--- src/design/isp_pkg.sv ---
// ----------------------------------------------------------------------------
// isp_pkg
// Shared types and constants of the serial IMU frame parser: frame geometry,
// frame kind and status codes, and configuration register indexes.
// ----------------------------------------------------------------------------
package isp_pkg;

    // Frame geometry: start, type, eight data bytes, checksum.
    localparam int FRAME_BYTES = 11;
    localparam int STORE_DEPTH = FRAME_BYTES - 2;
    localparam int POS_W       = $clog2(FRAME_BYTES);
    localparam int STORE_IDX_W = $clog2(STORE_DEPTH);

    // Configuration port.
    localparam int CFG_IDX_W  = 3;
    localparam int CFG_DATA_W = 8;

    localparam logic [CFG_IDX_W-1:0] CFG_START_BYTE = 3'd0;
    localparam logic [CFG_IDX_W-1:0] CFG_TIME_TYPE  = 3'd1;
    localparam logic [CFG_IDX_W-1:0] CFG_ACCEL_TYPE = 3'd2;
    localparam logic [CFG_IDX_W-1:0] CFG_RATE_TYPE  = 3'd3;
    localparam logic [CFG_IDX_W-1:0] CFG_ANGLE_TYPE = 3'd4;

    // Reset values of the configuration registers.
    localparam logic [7:0] RST_START_BYTE = 8'd85;
    localparam logic [7:0] RST_TIME_TYPE  = 8'd80;
    localparam logic [7:0] RST_ACCEL_TYPE = 8'd81;
    localparam logic [7:0] RST_RATE_TYPE  = 8'd82;
    localparam logic [7:0] RST_ANGLE_TYPE = 8'd83;

    // Kind of a completed frame.
    typedef enum logic [2:0] {
        KIND_ACCEL   = 3'd0,
        KIND_RATE    = 3'd1,
        KIND_ANGLE   = 3'd2,
        KIND_TIME    = 3'd3,
        KIND_UNKNOWN = 3'd4
    } t_kind;

    // Status of a completed frame.
    typedef enum logic [1:0] {
        ST_VALID   = 2'd0,
        ST_BAD_SUM = 2'd1,
        ST_IGNORED = 2'd2
    } t_status;

    // What the configuration block hands to the frame logic.
    typedef struct packed {
        logic [7:0] start_byte;
        t_kind      kind;
    } t_cfg_view;

endpackage

--- src/design/imu_serial_frame_parser.sv ---
// ----------------------------------------------------------------------------
// imu_serial_frame_parser
// Hunts for a start byte in a stream of received serial bytes, collects an
// eleven-byte frame, checks its additive checksum and reports one result
// per frame: kind, status and four little-endian signed words.
// ----------------------------------------------------------------------------
//  Channel   Direction  Signals                          Request
//  rx        in         i_rx_valid / o_rx_ready          one received byte
//  res       out        o_res_valid / i_res_ready        one decoded frame
//  cfg       in         i_cfg_we, i_cfg_index, data      register write
//
//  One byte is taken per cycle unless the checksum byte stalls; a frame's
//  result is registered and appears the cycle after that byte is accepted.
//  Only the checksum byte waits on the result register: a stalled result
//  holds back that byte alone, all other bytes keep flowing.
//  Reset (synchronous, active low) returns to hunting, drops any pending
//  result and restores the register defaults.
// ----------------------------------------------------------------------------
module imu_serial_frame_parser (
    input  logic                           i_clk,
    input  logic                           i_rst_n,
    // Received bytes.
    input  logic                           i_rx_valid,
    output logic                           o_rx_ready,
    input  logic [7:0]                     i_rx_byte,
    // Decoded frames.
    output logic                           o_res_valid,
    input  logic                           i_res_ready,
    output logic [2:0]                     o_frame_kind,
    output logic [1:0]                     o_frame_status,
    output logic signed [15:0]             o_axis_x,
    output logic signed [15:0]             o_axis_y,
    output logic signed [15:0]             o_axis_z,
    output logic signed [15:0]             o_temp_raw,
    // Configuration writes.
    input  logic                           i_cfg_we,
    input  logic [isp_pkg::CFG_IDX_W-1:0]  i_cfg_index,
    input  logic [isp_pkg::CFG_DATA_W-1:0] i_cfg_data
);

    localparam logic [isp_pkg::POS_W-1:0] POS_LAST =
        isp_pkg::POS_W'(isp_pkg::FRAME_BYTES - 1);

    logic [isp_pkg::POS_W-1:0] r_pos;
    logic [isp_pkg::POS_W-1:0] n_pos;
    logic [7:0]                r_sum;
    logic [7:0]                n_sum;
    logic [7:0]                r_store [isp_pkg::STORE_DEPTH];
    logic                      r_res_valid;
    logic                      n_res_valid;

    logic [2:0]         r_kind;
    logic [1:0]         r_status;
    logic signed [15:0] r_axis_x;
    logic signed [15:0] r_axis_y;
    logic signed [15:0] r_axis_z;
    logic signed [15:0] r_temp;

    isp_pkg::t_cfg_view         cfg_view;
    isp_pkg::t_status           frame_status;
    logic                       pos_last;
    logic                       rx_accept;
    logic                       frame_done;
    logic [isp_pkg::STORE_IDX_W-1:0] store_idx;

    // Configuration registers and type classification.
    isp_cfg_regs u_cfg (
        .i_clk       (i_clk),
        .i_rst_n     (i_rst_n),
        .i_cfg_we    (i_cfg_we),
        .i_cfg_index (i_cfg_index),
        .i_cfg_data  (i_cfg_data),
        .i_type_byte (r_store[0]),
        .o_cfg       (cfg_view)
    );

    // Handshake: only the checksum byte needs room in the result register.
    assign pos_last   = (r_pos >= POS_LAST);
    assign o_rx_ready = !pos_last || !r_res_valid || i_res_ready;
    assign rx_accept  = i_rx_valid && o_rx_ready;
    assign frame_done = rx_accept && pos_last;
    assign store_idx  = isp_pkg::STORE_IDX_W'(r_pos - isp_pkg::POS_W'(1));

    // Frame status: ignored types skip the checksum test.
    always_comb begin
        if (cfg_view.kind == isp_pkg::KIND_TIME || cfg_view.kind == isp_pkg::KIND_UNKNOWN) begin
            frame_status = isp_pkg::ST_IGNORED;
        end else if (r_sum != i_rx_byte) begin
            frame_status = isp_pkg::ST_BAD_SUM;
        end else begin
            frame_status = isp_pkg::ST_VALID;
        end
    end

    // Next position, running sum and result valid.
    always_comb begin
        n_pos       = r_pos;
        n_sum       = r_sum;
        n_res_valid = r_res_valid && !i_res_ready;
        if (rx_accept) begin
            if (r_pos == '0) begin
                if (i_rx_byte == cfg_view.start_byte) begin
                    n_pos = isp_pkg::POS_W'(1);
                    n_sum = i_rx_byte;
                end
            end else if (!pos_last) begin
                n_pos = r_pos + isp_pkg::POS_W'(1);
                n_sum = r_sum + i_rx_byte;
            end else begin
                n_pos       = '0;
                n_sum       = '0;
                n_res_valid = 1'b1;
            end
        end
    end

    // Control state.
    always_ff @(posedge i_clk) begin
        if (!i_rst_n) begin
            r_pos       <= '0;
            r_sum       <= '0;
            r_res_valid <= 1'b0;
        end else begin
            r_pos       <= n_pos;
            r_sum       <= n_sum;
            r_res_valid <= n_res_valid;
        end
    end

    // Frame store: type byte and the eight data bytes.
    always_ff @(posedge i_clk) begin
        if (rx_accept && r_pos != '0 && !pos_last) begin
            r_store[store_idx] <= i_rx_byte;
        end
    end

    // Result register; words are cleared unless the frame is valid.
    always_ff @(posedge i_clk) begin
        if (frame_done) begin
            r_kind   <= cfg_view.kind;
            r_status <= frame_status;
            if (frame_status == isp_pkg::ST_VALID) begin
                r_axis_x <= {r_store[2], r_store[1]};
                r_axis_y <= {r_store[4], r_store[3]};
                r_axis_z <= {r_store[6], r_store[5]};
                r_temp   <= {r_store[8], r_store[7]};
            end else begin
                r_axis_x <= '0;
                r_axis_y <= '0;
                r_axis_z <= '0;
                r_temp   <= '0;
            end
        end
    end

    assign o_res_valid    = r_res_valid;
    assign o_frame_kind   = r_kind;
    assign o_frame_status = r_status;
    assign o_axis_x       = r_axis_x;
    assign o_axis_y       = r_axis_y;
    assign o_axis_z       = r_axis_z;
    assign o_temp_raw     = r_temp;

    // A valid frame is always one of the three measurement kinds.
    a_valid_kind: assert property (@(posedge i_clk) disable iff (!i_rst_n)
        (o_res_valid && o_frame_status == isp_pkg::ST_VALID)
            |-> (o_frame_kind == isp_pkg::KIND_ACCEL || o_frame_kind == isp_pkg::KIND_RATE
                 || o_frame_kind == isp_pkg::KIND_ANGLE))
        else $error("valid frame with a non-measurement kind");

    // Words of a frame that is not valid are zero.
    a_zero_words: assert property (@(posedge i_clk) disable iff (!i_rst_n)
        (o_res_valid && o_frame_status != isp_pkg::ST_VALID)
            |-> (o_axis_x == '0 && o_axis_y == '0 && o_axis_z == '0 && o_temp_raw == '0))
        else $error("non-valid frame carries data words");

    // The position never passes the checksum byte.
    a_pos_range: assert property (@(posedge i_clk) disable iff (!i_rst_n)
        r_pos <= POS_LAST)
        else $error("byte position beyond the frame");

    // A checksum byte always opens a fresh hunt and raises a result.
    a_done: assert property (@(posedge i_clk) disable iff (!i_rst_n)
        frame_done |=> (r_pos == '0 && r_res_valid))
        else $error("frame end did not produce a result");

    // While hunting, a byte other than the start byte is dropped.
    a_hunt: assert property (@(posedge i_clk) disable iff (!i_rst_n)
        (rx_accept && r_pos == '0 && i_rx_byte != cfg_view.start_byte && !i_cfg_we)
            |=> r_pos == '0)
        else $error("frame opened without a start byte");

endmodule

--- src/design/isp_cfg_regs.sv ---
// ----------------------------------------------------------------------------
// isp_cfg_regs
// Configuration registers of the frame parser and the type classifier that
// maps a frame's type byte onto a frame kind.
// ----------------------------------------------------------------------------
module isp_cfg_regs (
    input  logic                           i_clk,
    input  logic                           i_rst_n,
    input  logic                           i_cfg_we,
    input  logic [isp_pkg::CFG_IDX_W-1:0]  i_cfg_index,
    input  logic [isp_pkg::CFG_DATA_W-1:0] i_cfg_data,
    input  logic [7:0]                     i_type_byte,
    output isp_pkg::t_cfg_view             o_cfg
);

    logic [7:0] r_start_byte;
    logic [7:0] r_time_type;
    logic [7:0] r_accel_type;
    logic [7:0] r_rate_type;
    logic [7:0] r_angle_type;

    // Register writes; an index beyond the list is ignored.
    always_ff @(posedge i_clk) begin
        if (!i_rst_n) begin
            r_start_byte <= isp_pkg::RST_START_BYTE;
            r_time_type  <= isp_pkg::RST_TIME_TYPE;
            r_accel_type <= isp_pkg::RST_ACCEL_TYPE;
            r_rate_type  <= isp_pkg::RST_RATE_TYPE;
            r_angle_type <= isp_pkg::RST_ANGLE_TYPE;
        end else if (i_cfg_we) begin
            unique case (i_cfg_index)
                isp_pkg::CFG_START_BYTE: r_start_byte <= i_cfg_data[7:0];
                isp_pkg::CFG_TIME_TYPE:  r_time_type  <= i_cfg_data[7:0];
                isp_pkg::CFG_ACCEL_TYPE: r_accel_type <= i_cfg_data[7:0];
                isp_pkg::CFG_RATE_TYPE:  r_rate_type  <= i_cfg_data[7:0];
                isp_pkg::CFG_ANGLE_TYPE: r_angle_type <= i_cfg_data[7:0];
                default: ;
            endcase
        end
    end

    // Classify the type byte; on colliding codes the first match wins.
    always_comb begin
        o_cfg.start_byte = r_start_byte;
        if (i_type_byte == r_accel_type) begin
            o_cfg.kind = isp_pkg::KIND_ACCEL;
        end else if (i_type_byte == r_rate_type) begin
            o_cfg.kind = isp_pkg::KIND_RATE;
        end else if (i_type_byte == r_angle_type) begin
            o_cfg.kind = isp_pkg::KIND_ANGLE;
        end else if (i_type_byte == r_time_type) begin
            o_cfg.kind = isp_pkg::KIND_TIME;
        end else begin
            o_cfg.kind = isp_pkg::KIND_UNKNOWN;
        end
    end

endmodule
--- config.mk ---
export PLATFORM = sky130hd
export DESIGN_NAME = imu_serial_frame_parser
export DESIGN_NICKNAME = d
export VERILOG_FILES = /design/src/design/isp_pkg.sv /design/src/design/imu_serial_frame_parser.sv /design/src/design/isp_cfg_regs.sv
export SDC_FILE = /design/constraint.sdc
export NUM_CORES = 1
export LEC_CHECK = 0
export ABC_AREA = 1
export BUFFER_PORTS_ARGS = -buffer_cell sky130_fd_sc_hd__clkbuf_2
export CAP_MARGIN = 5
export CORE_MARGIN = 4
export CORE_UTILIZATION = 55
export CTS_BUF_LIST = sky130_fd_sc_hd__clkbuf_8 sky130_fd_sc_hd__clkbuf_16
export CTS_CLUSTER_DIAMETER = 150
export CTS_CLUSTER_SIZE = 28
export DETAILED_ROUTE_END_ITERATION = 8
export PLACE_DENSITY_LB_ADDON = 0.25
export SYNTH_ARGS = -nofsm -noshare
export SYNTH_HDL_FRONTEND = slang
export SYNTH_SLANG_ARGS = --single-unit
export TNS_END_PERCENT = 100
--- constraint.sdc ---
create_clock -name i_clk -period 9.1 [get_ports i_clk]
set_input_delay 0.91 -clock i_clk [delete_from_list [all_inputs] [get_ports i_clk]]
set_output_delay 0.91 -clock i_clk [all_outputs]
set_load 0.03 [all_outputs]
==> impl_metrics.py, run 1 <==
metrics = {
    "outcome": {
        "status": "finished, final reports clean",
    },
    "clock_tree": {
        "clk_pin_slew_ps": 70,
        "h-tree-depth": 4,
        "cts_hold_buf": 0,
        "clk_latency_ps": 420,
        "cts_resized": 0,
        "clock_path_buffers": 2,
        "cts_tree": "built",
        "clockRootBuffer": "clkbuf_16",
        "clock-sinks": 194,
        "cts_buffers": 17,
        "postCtsSetupRepairBufs": 0,
    },
    "logic_synthesis": {
        "async_flop_share_pct": 0,
        "seq_area_frac_synth_pct": 61.7,
        "synth_xor_xnor_area_share_pct": 3.66,
        "synth.net_count": 797,
        "synth-simple-area-share_pct": 21.3,
        "ys_ff_latch": 194,
        "ys_types": 42,
        "synth_compound_area_share_pct": 3.67,
        "synth_area_um2": 8590,
        "avgSynthCellArea_um2": 11.3,
        "synthMuxAreaShare_pct": 0,
        "synth_cells": 759,
        "synth_top_family_by_area": "simple AND/OR/NAND/NOR gates",
        "synth_warnings": 0,
        "synth_edf_count": 141,
        "synthAdderAreaFrac_pct": 2.13,
        "ys.flop_type": "edfxtp_1",
    },
    "global_routing": {
        "grt_max_degree": 70,
        "track_usage_pct": 19.5,
        "grt_pass1_vias": 5341,
        "grt_pass1_wl_um": 26900,
        "antenna_found_initial": 0,
        "grt_overflow": 0,
    },
    "timing": {
        "fin_ws_ps": 6110,
        "hold_viol_final": 0,
        "max_freq_mhz": 334,
        "slew_headroom_pct": 19.0,
        "period_needed_ps": 2990,
        "skew_ps": 7.78,
        "finalSetupViolCount": 0,
        "finalCritPeriodShare_pct": 32.9,
        "worst-slew-pin-transition_ps": 1210,
        "rsz0062_at_grt": "no",
        "final_max_slew_viol_count": 0,
        "finalSetupTns_ps": 0,
    },
    "setup_path": {
        "critPathSlowestCell": "nor3_1",
        "cp-end-kind": "register",
        "crit_arrival_ps": 3030,
        "cp.required_ps": 9130,
        "crit_buf_inv": 3,
        "cpPeakStageDelay_ps": 970,
        "path_common_cell": "nand2_1",
        "crit_family": "simple AND/OR/NAND/NOR gates",
        "critical_path_class": "reg -> reg",
        "worst_setup_path_start_kind": "register",
        "cp_cell_sequence": "inv_1 > ha_1 > inv_1 > nand2_1 > nand2_1 > nand2_1 > nor2_2 > inv_2 > nor3_1",
        "crit_fanout": 8,
    },
    "route": {
        "vias": 5377,
        "drt_iter0_markers": 362,
        "wirelength_um": 16400,
        "final_antenna_net_count": 0,
        "post_drt_wl_per_cell_um": 15.1,
        "vias_per_cell": 4.95,
        "drc": 0,
        "drtPass1Iterations": 5,
    },
    "floorplan": {
        "pin_count": 95,
        "rows": 45,
        "die-area_um2": 17700,
        "fp.coreArea_um2": 15300,
        "dieHeight_um": 133,
        "initial_utilization_pct": 56.3,
        "die_w_um": 133,
    },
    "final_layout": {
        "utilization_pct": 63.7,
        "final_nets": 900,
        "area_growth_pct": 13.1,
        "drive_above_1_share_pct": 23.8,
        "layoutNonFillerInstCount": 1086,
        "fillers": 1202,
        "diodes": 0,
    },
    "placement": {
        "io_buffers": 94,
        "dp.cells": 1053,
        "gp_congestion": 0.807,
        "hpwl_um": 11300,
        "preCtsSetupSlack_ps": 5800,
    },
    "power_and_ir_drop": {
        "p_per_area_nw_per_um2": 173,
        "leakagePower_nw": 4.26,
        "peakVddDrop_mv": 0.137,
        "total_power_mw": 1.68,
    },
    "hold_path": {
        "hp-class": "reg -> reg",
    },
    "job": {
        "maxCapViolations": 0,
    },
}
## area by class of cell
class	count	area (um2)	share of cell area [%]
Sequential cell	194	5300	54.5
Multi-Input combinational cell	422	2640	27.2
Timing Repair Buffer	99	505	5.20
Inverter	128	480	4.95
Clock buffer	17	425	4.38
Tap cell	211	264	2.72
Clock inverter	15	100	1.03
## kinds of logic (layout without fill, tap and decap cells)
kind of cell	count (synthesis)	after routing
AO/OA/AOI/OAI	59	59
buffers and inverters	143	259
flip-flops	194	194
XOR/XNOR	35	35
adder cells (fa/ha/maj)	14	14
AND/OR/NAND/NOR	314	314
## flip-flops by register name (all words and copies together) (netlist names), 8 cells and up
name	cells
r_store	72
r_sum	8
u_cfg.r_rate_type	8
o_axis_x	16
o_axis_z	16
u_cfg.r_time_type	8
o_temp_raw	16
o_axis_y	16
u_cfg.r_angle_type	8
u_cfg.r_accel_type	8
u_cfg.r_start_byte	8
## routing by layer
layer	part of all wire (%)	up-vias	GRT usage, %
met1	44	2569	25.1
met4	1.8	0	7.16
met2	50	144	32.5
li1	-	2641	-
met5	0	-	0
met3	4.8	23	4.45
## synthesized netlist by cell type, types with 2 or more instances
library cell	number	area share (%)
o21ai_0	24	1.4
o211ai_1	2	0.17
nor3_2	2	0.23
nand3b_1	3	0.26
o21ai_1	4	0.23
nor2_2	4	0.29
nand2_2	2	0.15
nor2_4	60	7.9
ha_1	13	1.9
inv_1	123	5.4
nand3_1	35	2.0
dfxtp_1	53	12
inv_2	4	0.17
o22ai_1	2	0.15
nand4_2	2	0.29
a21oi_1	23	1.3
xor2_1	17	1.7
a21boi_0	2	0.17
clkbuf_1	5	0.22
nor3_1	10	0.58
buf_12	6	1.4
buf_6	2	0.26
nand2_1	120	5.2
edfxtp_1	141	49
nor2_1	67	2.9
xnor2_1	17	1.7
## layout by cell type, fill, tap and decap left out, drive strengths merged, types with 11 or more instances in the layout
cell type and n:
dfxtp 53, xnor2 18, clkinv 11, xor2 17
inv 130, ha 13, nor2 132, o21ai 29
nand3 37, nand2 123, clkbuf 111, nor3 12
a21oi 24, edfxtp 141
## worst min-delay path, cell delays in order (launching register included)
cell	delay, ps
dfxtp_1	310
nand2_1	60
a21oi_1	50
## where the power goes
group          switching (mW)  internal, mW
registers             0.00422         0.947
clock network           0.305         0.368
logic                  0.0392        0.0178
total                   0.348          1.33
## final timing paths
check	slack [ps]	depth (start not counted)	endpoint	start
setup / recovery	6110	9	r_store[2][1]	r_pos[0]
hold / removal	470	2	r_sum[0]	r_sum[0]
setup reg to reg	6110	9	r_store[2][1]	r_pos[0]
hold reg to reg	470	2	r_sum[0]	r_sum[0]
## through the flow
stage          area [um2]  hold slack [ps]
6_report             9710              472
4_1_cts              9700              471
2_1_floorplan        8590              443
3_3_place_gp         9180              457
5_1_grt              9710              497
3_5_place_dp         9180              461
Power figures use the tool's default switching activity.
==> run 2, diff against run 1 <==
Settings changed: CORE_UTILIZATION 55 to 53.
Clock period 9.1 ns to 2.6 ns, I/O delays scaled along.
==> run 2 against run 1 <==
Largest power group unchanged; core utilization fell by 1.0 points; hold slack got worse by 350 ps; clock-buffer cell count did not move; power rose to 3.6 times the previous value.
==> impl_metrics.py, run 2 (synthesis results as in run 1) <==
metrics = {
    "setup_path": {
        "r2r_start": "r_pos[0]",
        "cp.required_ps": 2730,
        "r2r-end": "r_store[6][4]",
        "reg2reg_depth": 10,
        "critical_path_class": "reg -> reg",
        "crit_fanout": 8,
        "crit_arrival_ps": 2420,
        "worst_setup_path_start_kind": "register",
        "r2r_slack_ps": 300,
        "cp-end-kind": "register",
    },
    "global_routing": {
        "grt_overflow": 0,
        "track_usage_pct": 18.7,
        "grt_pass1_vias": 4922,
        "grt_max_degree": 70,
        "antenna_found_initial": 0,
        "grt_pass1_wl_um": 26200,
    },
    "route": {
        "drc": 0,
        "final_antenna_net_count": 0,
        "dr_wl_met3_um": 802,
        "drtPass1Iterations": 5,
        "wl_met2_um": 8080,
        "met1_length_um": 7190,
        "post_drt_wl_per_cell_um": 14.7,
        "vias": 5280,
        "drt_iter0_markers": 274,
        "top_layer": "met4",
        "wirelength_um": 16300,
        "vias_per_cell": 4.76,
    },
    "clock_tree": {
        "clock_path_buffers": 2,
        "cts_resized": 0,
        "cts_hold_buf": 0,
        "clockRootBuffer": "clkbuf_16",
        "h-tree-depth": 4,
        "clk_pin_slew_ps": 70,
        "postCtsSetupRepairBufs": 0,
        "clk_latency_ps": 430,
        "clock-sinks": 194,
        "cts_buffers": 17,
        "cts_tree": "built",
    },
    "floorplan": {
        "dieHeight_um": 135,
        "die_w_um": 135,
        "pin_count": 95,
        "initial_utilization_pct": 54.1,
        "fp.coreArea_um2": 15900,
        "rows": 46,
        "die-area_um2": 18300,
    },
    "timing": {
        "period_needed_ps": 2300,
        "skew_ps": 13.7,
        "whs_ps": 126,
        "fin_ws_ps": 303,
        "rsz0062_at_grt": "no",
        "finalCritPeriodShare_pct": 88.3,
        "finalSetupTns_ps": 0,
        "slew_headroom_pct": 70.2,
        "final_max_slew_viol_count": 0,
        "worst-slew-pin-transition_ps": 447,
        "max_freq_mhz": 435,
        "hold_viol_final": 0,
        "finalSetupViolCount": 0,
    },
    "final_layout": {
        "seq_area_um2": 5300,
        "utilization_pct": 62.6,
        "layout_common_cells": "edfxtp_1, inv_1, nand2_1",
        "top_register": "r_store",
        "fin_area_um2": 9950,
        "multi_input_area_um2": 2640,
        "diodes": 0,
        "area_growth_pct": 15.8,
        "layout_commonest_cell": "edfxtp_1",
        "final_nets": 920,
        "largest_reg_flops": 72,
        "drive_above_1_share_pct": 25.8,
        "fillers": 1288,
    },
    "placement": {
        "dpl_cell_area_um2": 9400,
        "io_buffers": 94,
        "gp_congestion": 0.832,
        "preCtsSetupSlack_ps": 362,
        "hpwl_um": 11400,
    },
    "hold_path": {
        "min_to": "u_cfg.r_accel_type[6]",
        "whs_path_depth": 3,
        "hp-class": "in -> reg",
        "worstHoldStart": "i_cfg_data[6]",
    },
    "power_and_ir_drop": {
        "peakVddDrop_mv": 0.500,
        "p_per_area_nw_per_um2": 603,
        "leakagePower_nw": 4.01,
    },
    "outcome": {
        "status": "finished, final reports clean",
    },
    "job": {
        "maxCapViolations": 0,
    },
}
[run 2: worst max-delay path, stage by stage, from the launching register on]
cell	delay, ps
dfxtp_1	430
inv_1	140
ha_1	220
inv_1	130
nand2_1	70
nand2_1	110
nand2_1	140
nor2_2	220
inv_2	110
nor3_1	210
buf_4	210
[run 2: cell type report]
type | instances | area share (%)
clock buffers | 17 | 4.28
clock inverters | 14 | 1.26
inverters | 128 | 4.87
multi-input cells | 422 | 26.5
flip-flops and latches | 194 | 53.2
well taps | 216 | 2.72
repair buffers | 119 | 7.12
[run 2: where the power goes]
group / total, mW / switching [mW] / leakage (nW) / internal, mW
clock network: 2.46 / 1.07 / 0.276 / 1.39
logic: 0.214 / 0.141 / 2.18 / 0.0731
registers: 3.33 / 0.0143 / 1.56 / 3.31
[run 2: per-stage QoR]
step	total power, mW	cells
2_1_floorplan	3.51	759
3_3_place_gp	3.61	1079
3_5_place_dp	3.61	1079
4_1_cts	6.03	1110
5_1_grt	6.20	1110
6_report	6.00	1110
[run 2: worst max-delay path by stage]
stage | end | slack [ps] | from
2_1_floorplan | o_axis_x[0] | 40 | r_pos[0]
3_3_place_gp | r_store[0][0] | 460 | r_pos[0]
3_5_place_dp | r_store[6][4] | 360 | r_pos[0]
4_1_cts | r_store[6][0] | 320 | r_pos[0]
5_1_grt | r_store[3][2] | 100 | r_pos[0]
6_report | r_store[6][4] | 300 | r_pos[0]
[run 2: routing by layer]
layer / track usage [%] / vias up
met5: 0 / -
met4: 5.82 / 0
met3: 3.83 / 17
met2: 31.1 / 124
met1: 25.0 / 2452
li1: - / 2687
